==> config.mk <==
export PLATFORM = sky130hd
export DESIGN_NAME = wtsp_scale
export DESIGN_NICKNAME = d
export VERILOG_FILES = /design/src/hdl/wtsp_pkg.sv /design/src/hdl/wtsp_scale.sv
export SDC_FILE = /design/constraint.sdc
export NUM_CORES = 2
export LEC_CHECK = 0
export BUFFER_PORTS_ARGS = -buffer_cell sky130_fd_sc_hd__buf_2
export CORE_MARGIN = 2
export CORE_UTILIZATION = 58
export CTS_BUF_LIST = sky130_fd_sc_hd__clkbuf_4 sky130_fd_sc_hd__clkbuf_8
export DETAILED_ROUTE_END_ITERATION = 8
export GPL_ROUTABILITY_DRIVEN = 1
export PLACE_DENSITY = 0.82
export RECOVER_POWER = 50
export SYNTH_ARGS = -nofsm -noshare
export SYNTH_HDL_FRONTEND = slang
export SYNTH_SLANG_ARGS = --single-unit
==> constraint.sdc <==
create_clock -name clk_i -period 14.24 [get_ports clk_i]
set_input_delay 4.272 -clock clk_i [delete_from_list [all_inputs] [get_ports clk_i]]
set_output_delay 4.272 -clock clk_i [all_outputs]
set_load 0.005 [all_outputs]
==> src/hdl/wtsp_pkg.sv <==
// Shared types and constants for the world-to-screen projection core.
// Used by every module under hdl; no dependencies.
`timescale 1ns / 1ps
`default_nettype none
package wtsp_pkg;

  localparam int FRAC_BITS = 16;
  localparam int WORD_W    = 32;
  localparam int CFG_W     = 64;
  localparam int SIZE_W    = 14;
  localparam int CFG_IDX_W = 3;

  localparam int PROD_W  = 2 * WORD_W;
  localparam int SUM_W   = PROD_W + 2;
  localparam int CLIP_W  = SUM_W - FRAC_BITS;
  localparam int MAG_W   = CLIP_W + 1;
  localparam int ALO_W   = (MAG_W + 1) / 2;
  localparam int AHI_W   = MAG_W - ALO_W;
  localparam int K_W     = SIZE_W + FRAC_BITS - 1;
  localparam int NUM_W   = MAG_W + K_W;
  localparam int DIV_STEPS = WORD_W;

  localparam int THR_RAW = ((1 << FRAC_BITS) + 500) / 1000;
  localparam int THR_INT = (THR_RAW < 1) ? 1 : THR_RAW;
  localparam logic signed [CLIP_W-1:0] VIS_THR = CLIP_W'(THR_INT);

  localparam logic [SIZE_W-1:0] WIDTH_RST  = SIZE_W'(1920);
  localparam logic [SIZE_W-1:0] HEIGHT_RST = SIZE_W'(1080);

  localparam logic [WORD_W-1:0] SAT_MAX = {1'b0, {(WORD_W-1){1'b1}}};
  localparam logic [WORD_W-1:0] SAT_MIN = {1'b1, {(WORD_W-1){1'b0}}};

  typedef enum logic [CFG_IDX_W-1:0] {
    CFG_ROW0_01 = 3'd0,
    CFG_ROW0_23 = 3'd1,
    CFG_ROW1_01 = 3'd2,
    CFG_ROW1_23 = 3'd3,
    CFG_ROW3_01 = 3'd4,
    CFG_ROW3_23 = 3'd5,
    CFG_WIDTH   = 3'd6,
    CFG_HEIGHT  = 3'd7
  } cfg_idx_e;

  typedef struct packed {
    logic signed [WORD_W-1:0] point_x;
    logic signed [WORD_W-1:0] point_y;
    logic signed [WORD_W-1:0] point_z;
  } point_t;

  typedef struct packed {
    logic                     visible;
    logic signed [WORD_W-1:0] screen_x;
    logic signed [WORD_W-1:0] screen_y;
  } result_t;

  typedef struct packed {
    logic [CFG_W-1:0] cols_01;
    logic [CFG_W-1:0] cols_23;
  } row_t;

endpackage
`default_nettype wire

==> src/hdl/wtsp_scale.sv <==
// Numerator w +/- c, magnitude times the viewport scale, overflow check.
// Three register stages feeding the divider. Depends on wtsp_pkg.
`timescale 1ns / 1ps
`default_nettype none
module wtsp_scale (
  input  logic                               clk_i,
  input  logic                               rst_ni,
  input  logic                               en_i,
  input  logic                               valid_i,
  input  logic                               sub_i,
  input  logic signed [wtsp_pkg::CLIP_W-1:0] w_i,
  input  logic signed [wtsp_pkg::CLIP_W-1:0] c_i,
  input  logic [wtsp_pkg::SIZE_W-1:0]        size_i,
  output logic                               valid_o,
  output logic                               vis_o,
  output logic                               neg_o,
  output logic                               ovf_o,
  output logic [wtsp_pkg::CLIP_W-1:0]        rem_o,
  output logic [wtsp_pkg::WORD_W-1:0]        low_o,
  output logic [wtsp_pkg::CLIP_W-1:0]        div_o
);
  import wtsp_pkg::*;

  logic signed [MAG_W-1:0] n_d;
  logic [MAG_W-1:0]        a_d, a_q;
  logic [K_W-1:0]          k;
  logic [ALO_W+K_W-1:0]    plo_q;
  logic [AHI_W+K_W-1:0]    phi_q;
  logic [NUM_W-1:0]        num_d;
  logic [CLIP_W-1:0]       d1_q, d2_q, d3_q;
  logic                    n1_q, n2_q, n3_q, s1_q, s2_q, s3_q, ovf_q;
  logic [CLIP_W-1:0]       rem_q;
  logic [WORD_W-1:0]       low_q;
  logic                    v1_q, v2_q, v3_q;

  assign n_d = sub_i ? (MAG_W'(w_i) - MAG_W'(c_i)) : (MAG_W'(w_i) + MAG_W'(c_i));
  assign a_d = n_d[MAG_W-1] ? MAG_W'(-n_d) : MAG_W'(n_d);
  assign k   = K_W'(size_i) << (FRAC_BITS - 1);
  assign num_d = (NUM_W'(phi_q) << ALO_W) + NUM_W'(plo_q);

  always_ff @(posedge clk_i) begin
    if (en_i) begin
      a_q   <= a_d;
      n1_q  <= n_d[MAG_W-1];
      s1_q  <= (w_i >= VIS_THR);
      d1_q  <= CLIP_W'(w_i);
      plo_q <= (ALO_W+K_W)'(a_q[ALO_W-1:0]) * (ALO_W+K_W)'(k);
      phi_q <= (AHI_W+K_W)'(a_q[MAG_W-1:ALO_W]) * (AHI_W+K_W)'(k);
      n2_q  <= n1_q;
      s2_q  <= s1_q;
      d2_q  <= d1_q;
      ovf_q <= (CLIP_W+1)'(num_d[NUM_W-1:WORD_W]) >= (CLIP_W+1)'(d2_q);
      rem_q <= CLIP_W'(num_d[NUM_W-1:WORD_W]);
      low_q <= num_d[WORD_W-1:0];
      n3_q  <= n2_q;
      s3_q  <= s2_q;
      d3_q  <= d2_q;
    end
  end

  always_ff @(posedge clk_i or negedge rst_ni) begin
    if (!rst_ni) begin
      v1_q <= 1'b0;
      v2_q <= 1'b0;
      v3_q <= 1'b0;
    end else if (en_i) begin
      v1_q <= valid_i;
      v2_q <= v1_q;
      v3_q <= v2_q;
    end
  end

  assign valid_o = v3_q;
  assign vis_o   = s3_q;
  assign neg_o   = n3_q;
  assign ovf_o   = ovf_q;
  assign rem_o   = rem_q;
  assign low_o   = low_q;
  assign div_o   = d3_q;

endmodule
`default_nettype wire

# --- Word level (Yosys, flattened, before mapping) ---
# Cells that the tools add are included.
op_classes:
  n_addsub: 4
  mul: 2
  magnitude_cmp: 2
  n_mux: 2
ops:
  columns: ["operator", "count"]
  rows:
  - ["80-bit by 55-bit adder with 80-bit output", 1]
  - ["50-bit by 50-bit adder with 51-bit output", 1]
  - ["51-bit 2-to-1 mux", 1]
  - ["51-bit negation", 1]
  - ["50-bit by 50-bit subtractor with 51-bit output", 1]
  - ["48-bit by 50-bit greater-or-equal comparator with 1-bit output", 1]
  - ["50-bit by 8-bit greater-or-equal comparator with 1-bit output (second input constant)", 1]
  - ["50-bit 2-to-1 mux", 1]
  - ["26-bit by 14-bit multiplier with 40-bit output", 1]
  - ["25-bit by 14-bit multiplier with 39-bit output", 1]
totals:
  reg_bits: 370
  inputBits: 119
  output_inout_bits: 136
  wordCells: 29

# --- Longest topological paths before layout ---
depth:
  depth_word: 4
  mapped_depth: 26
  depth_no_buf: 25

# --- Worst setup path after synthesis ---
# Ideal clock, no wire load.
synth_timing:
  path_kind: "input-to-reg"
  startpoint: "input size_i[7] (netlist name)"
  endpoint: "register plo_q[53], data pin"
  setup_time_ns: 0.274
  arrival_time_ns: 10.300
  required_time_ns: 13.966
  path_slack_ns: 3.666
  stages: 23
  path_buffers: 2
  cell_sequence: "clkbuf_1 -> clkbuf_1 -> nand2_1 -> fa_1 -> fa_1 -> inv_1 -> fa_1 -> fa_1 -> fa_1 -> inv_1 -> fa_1 -> inv_1 -> ha_1 -> o21a_1 -> o21ai_0 -> nand2b_1 -> and3_1 -> a221oi_1 -> o211ai_1 -> a31o_2 -> a31oi_1 -> o41ai_1 -> xor2_1"
synth_between:
  elab_chain_cells: 1
synth_rtl:
  columns: ["item", "line", "rtl"]
  rows:
  - ["start: declaration", "wtsp_scale.sv:13", "input logic [wtsp_pkg::SIZE_W-1:0] size_i,"]
  - ["26-bit by 14-bit multiplier with 40-bit output", "wtsp_scale.sv:47", "plo_q <= (ALO_W+K_W)'(a_q[ALO_W-1:0]) * (ALO_W+K_W)'(k);"]
  - ["end signal: assignment", "wtsp_scale.sv:47", null]
  - ["end: declaration", "wtsp_scale.sv:27", "logic [ALO_W+K_W-1:0] plo_q;"]
# No other way between the ends.
# A chain may end at the register's enable or synchronous reset.

# --- Worst setup path in the final report ---
layout_timing:
  startpoint: "input size_i[4] (netlist name)"
  endpoint: "register plo_q[54], data pin"
# Same word-level chain as after synthesis.

==> key figures <==
GRT
  – Pin count of the biggest net entering global routing: 84
  – Number of global-route vias before repair: 31.2k
  – Grt total ovfl: 0
  – GRT Util Overall: 28.6%
  – Initial antenna violation count: 2
  – First-pass GRT wire length: about 170000 um

Critical path
  – CP Data Arrival Time: 11.49 ns
  – Critical path class: in -> reg
  – Worst setup startpoint: size_i[4]
  – R2r startpoint: a_q[8]$_DFFE_PP_
  – Crit path max fanout: 51
  – CP Data Required Time: around 15 ns
  – Startpoint Class: primary input
  – Critical Path End Type: flip-flop

Yosys
  – YS warnings: 0
  – Syn Area/Cell: between 9 and 10 sq um
  – Ys flop type: edfxtp_1
  – Area share of the largest cell type after synthesis: 27.1%
  – EDFF count, synth: 352
  – Number of library cell types mapped by synthesis: 91
  – Area leader, netlist: fa_1
  – Mapped Cells: 4165
  – Register area share after synthesis: 25.8%
  – Post-synth ARST share: 0.845%
  – Synth top area cells: fa_1 27%, edfxtp_1 26%, ha_1 9.7%
  – Mapped cell area: 0.0413 sq mm
  – Synth Register Bits: 355

Clock network
  – CTS resizes: 0
  – Inserted Clock Buffers: 59
  – CTS clk-pin slew, worst paths: 0.07 ns
  – Hold_buf cts: 0
  – Worst skew pair latency: 0.70 ns
  – Setup bufs post-CTS: 0
  – CTS H-tree depth: 2
  – Max clock buf depth: 3
  – CTS Sinks: 355
  – CTS tree: yes
  – CTS root buffer: clkbuf_8

Floorplan
  – Boundary Pins: 255
  – Core box area: 0.0703 sq mm
  – Die width: approximately 270 um
  – DIE AREA: between 0.07 and 0.08 sq mm
  – Die H: 271 um
  – Row count: 97
  – Starting Density: 58.8%

Final layout
  – Nets@finish: 5318
  – Fillers: 5538
  – Layout cells sized above 1: 7.33%
  – Area growth syn-to-layout: 7.26%
  – Final Non-Filler Cells: 5307
  – Util after Layout: 63.1%

STA
  – Final setup vio count: 0
  – Final worst path period need: 11.06 ns
  – Slew @ Worst Pin: 4.05 ns
  – RSZ-0062 raised after global routing: false
  – Fin. Hold Viols: 0
  – Worst Skew: 0.0618 ns
  – Final Max Slew Viols: around 200
  – Setup TNS Final: 0 ns
  – Fin crit share: 77.7%
  – Achievable frequency: approximately 90 MHz
  – Slew HR: -170%

Drt
  – Vias: between 30k and 40k
  – DRT iter0 DRCs: between 2k and 2.5k
  – Final Routed Wirelength: 103000 um
  – Routed Antenna Nets: 0
  – Vias per cell: 5.73
  – Remaining DRCs: 0
  – Wire per inst: roughly 19 um
  – Initial DRT Pass Iterations: 6

Worst hold path
  – Hold path startpoint: d1_q[16]$_DFFE_PP_
  – HP Class: reg -> reg

Placed design
  – GPL Wtd Cong: 0.962
  – Buffers added on ports: about 240
  – Post-Place Cells: 5197
  – DP HPWL: 80200 um

Status
  – Failing checks: max-capacitance violations, max-slew violations
  – Status: finished with violations

Job
  – Max-Cap Viols: 3
sequential cells by signal, indices dropped and copies added (netlist names), 17 cells and up:
name and count:
d2_q 50, div_o 50, phi_q 39, d1_q 50
a_q 51, plo_q 40, rem_o 48, low_o 17
critical path: stages:
cell and delay (ns):
buf_2 0.87, nand2_1 0.20, fa_1 0.59, inv_1 0.05, fa_1 0.49, fa_1 0.53, fa_1 0.44, fa_1 0.54
inv_1 0.05, fa_1 0.55, inv_1 0.05, ha_1 0.36, a21o_1 0.18, a21o_1 0.17, a21oi_1 0.13, o21ai_0 0.12
o21ai_0 0.37, o21ai_0 0.19, a21oi_1 0.46, o211ai_1 0.23, a31oi_1 0.33, o21ai_0 0.15, xnor2_1 0.14
area by class of cell:
type                       instances  area (sq um)  area share [%]
antenna                            1          2.50         0.00564
multi-input combinational       2964         27400            61.9
clock inverter                    34           335           0.756
timing repair buffer             256          1230            2.79
clock buffer                      75           938            2.12
inverter                         682          2560            5.77
sequential                       355         10600            24.0
tap                              940          1180            2.65
layer usage:
metal	GRT usage, %	wire [um]
met1	35.8	38900
met3	5.48	8460
met2	48.6	50400
met4	12.3	4800
met5	0	11
cell usage after synthesis, types with 5 or more instances:
library cell / number
a31oi_1: 14
inv_1: 682
ha_1: 321
nor3_1: 38
buf_2: 6
o21bai_1: 26
or4_1: 7
o31ai_1: 13
clkbuf_1: 155
nand3_1: 41
a21oi_1: 164
buf_4: 17
mux2_2: 5
or2_2: 10
mux2i_1: 5
o21a_1: 19
and4_1: 7
edfxtp_1: 352
xnor2_1: 180
or3_1: 15
o311ai_0: 6
o211ai_1: 15
a211oi_1: 16
a221oi_1: 5
and2_1: 352
and3_1: 26
nand2b_1: 32
o41ai_1: 11
nand2_1: 487
nor4_1: 25
fa_1: 560
nand4_1: 34
a31o_2: 5
a211o_1: 5
a21o_1: 89
o31a_1: 6
nor2_1: 159
xor2_1: 58
nor2b_1: 21
o21ai_0: 90
stage by stage:
stage	hold slack [ns]	instance area [sq um]	setup WS, ns
3_5_place_dp	0.405	43200	2.57
5_1_grt	0.396	44300	2.63
2_1_floorplan	0.400	41400	3.67
6_report	0.391	44300	3.18
3_3_place_gp	0.400	43200	2.39
4_1_cts	0.389	44400	3.29
layout by cell type, fill, tap and decap left out, types with 11 or more instances in the layout:
cell type  synthesis  routed
clkbuf_1         155      69
o21a_1            19      19
a211oi_1          16      16
xor2_1            58      58
clkinv_1           0      14
edfxtp_1         352     352
and3_1            26      26
and2_1           352     349
o21ai_0           90      90
a21oi_1          164     164
o31ai_1           13      13
conb_1             1      17
o21bai_1          26      26
clkbuf_8           0      60
nand2b_1          32      32
fa_1             560     560
a21o_1            89      89
or3_1             15      15
nor2_1           159     159
xnor2_1          180     180
nand4_1           34      34
o41ai_1           11      11
buf_4             17      16
buf_2              6     171
nand3_1           41      41
inv_1            682     682
a31oi_1           14      14
clkbuf_4           0      15
o211ai_1          15      15
nor2b_1           21      21
nor4_1            25      25
nand2_1          487     487
ha_1             321     321
nor3_1            38      38
worst paths after layout:
kind	slack [ns]	endpoint	cells past startpoint
setup / recovery	3.18	plo_q[54]$_DFFE_PP_	23
hold reg to reg	0.39	d2_q[16]$_DFFE_PP_	0
setup reg to reg	6.67	plo_q[54]$_DFFE_PP_	23
min in group asynchronous	3.38	valid_o$_DFFE_PN0P_	1
hold / removal	0.39	d2_q[16]$_DFFE_PP_	0
max in group asynchronous	10.69	v2_q$_DFFE_PN0P_	1
cell families (layout without fill, tap and decap cells):
logic type	count (synthesis)	in the layout	synth area share [%]
AOI/OAI and AO/OA	534	534	8.45
xor gates and xnor gates	238	238	5.04
adders and majority gates	881	881	36.8
buffers and inverters	862	1047	8.00
DFF	355	355	25.8
muxes	10	10	0.257
other	1	18	0.00907
and+or+nand+nor	1284	1284	15.6
Power is left out: the tool's default activity adds up to more than one toggle a clock period on the data nets, which glitch-free logic cannot reach.
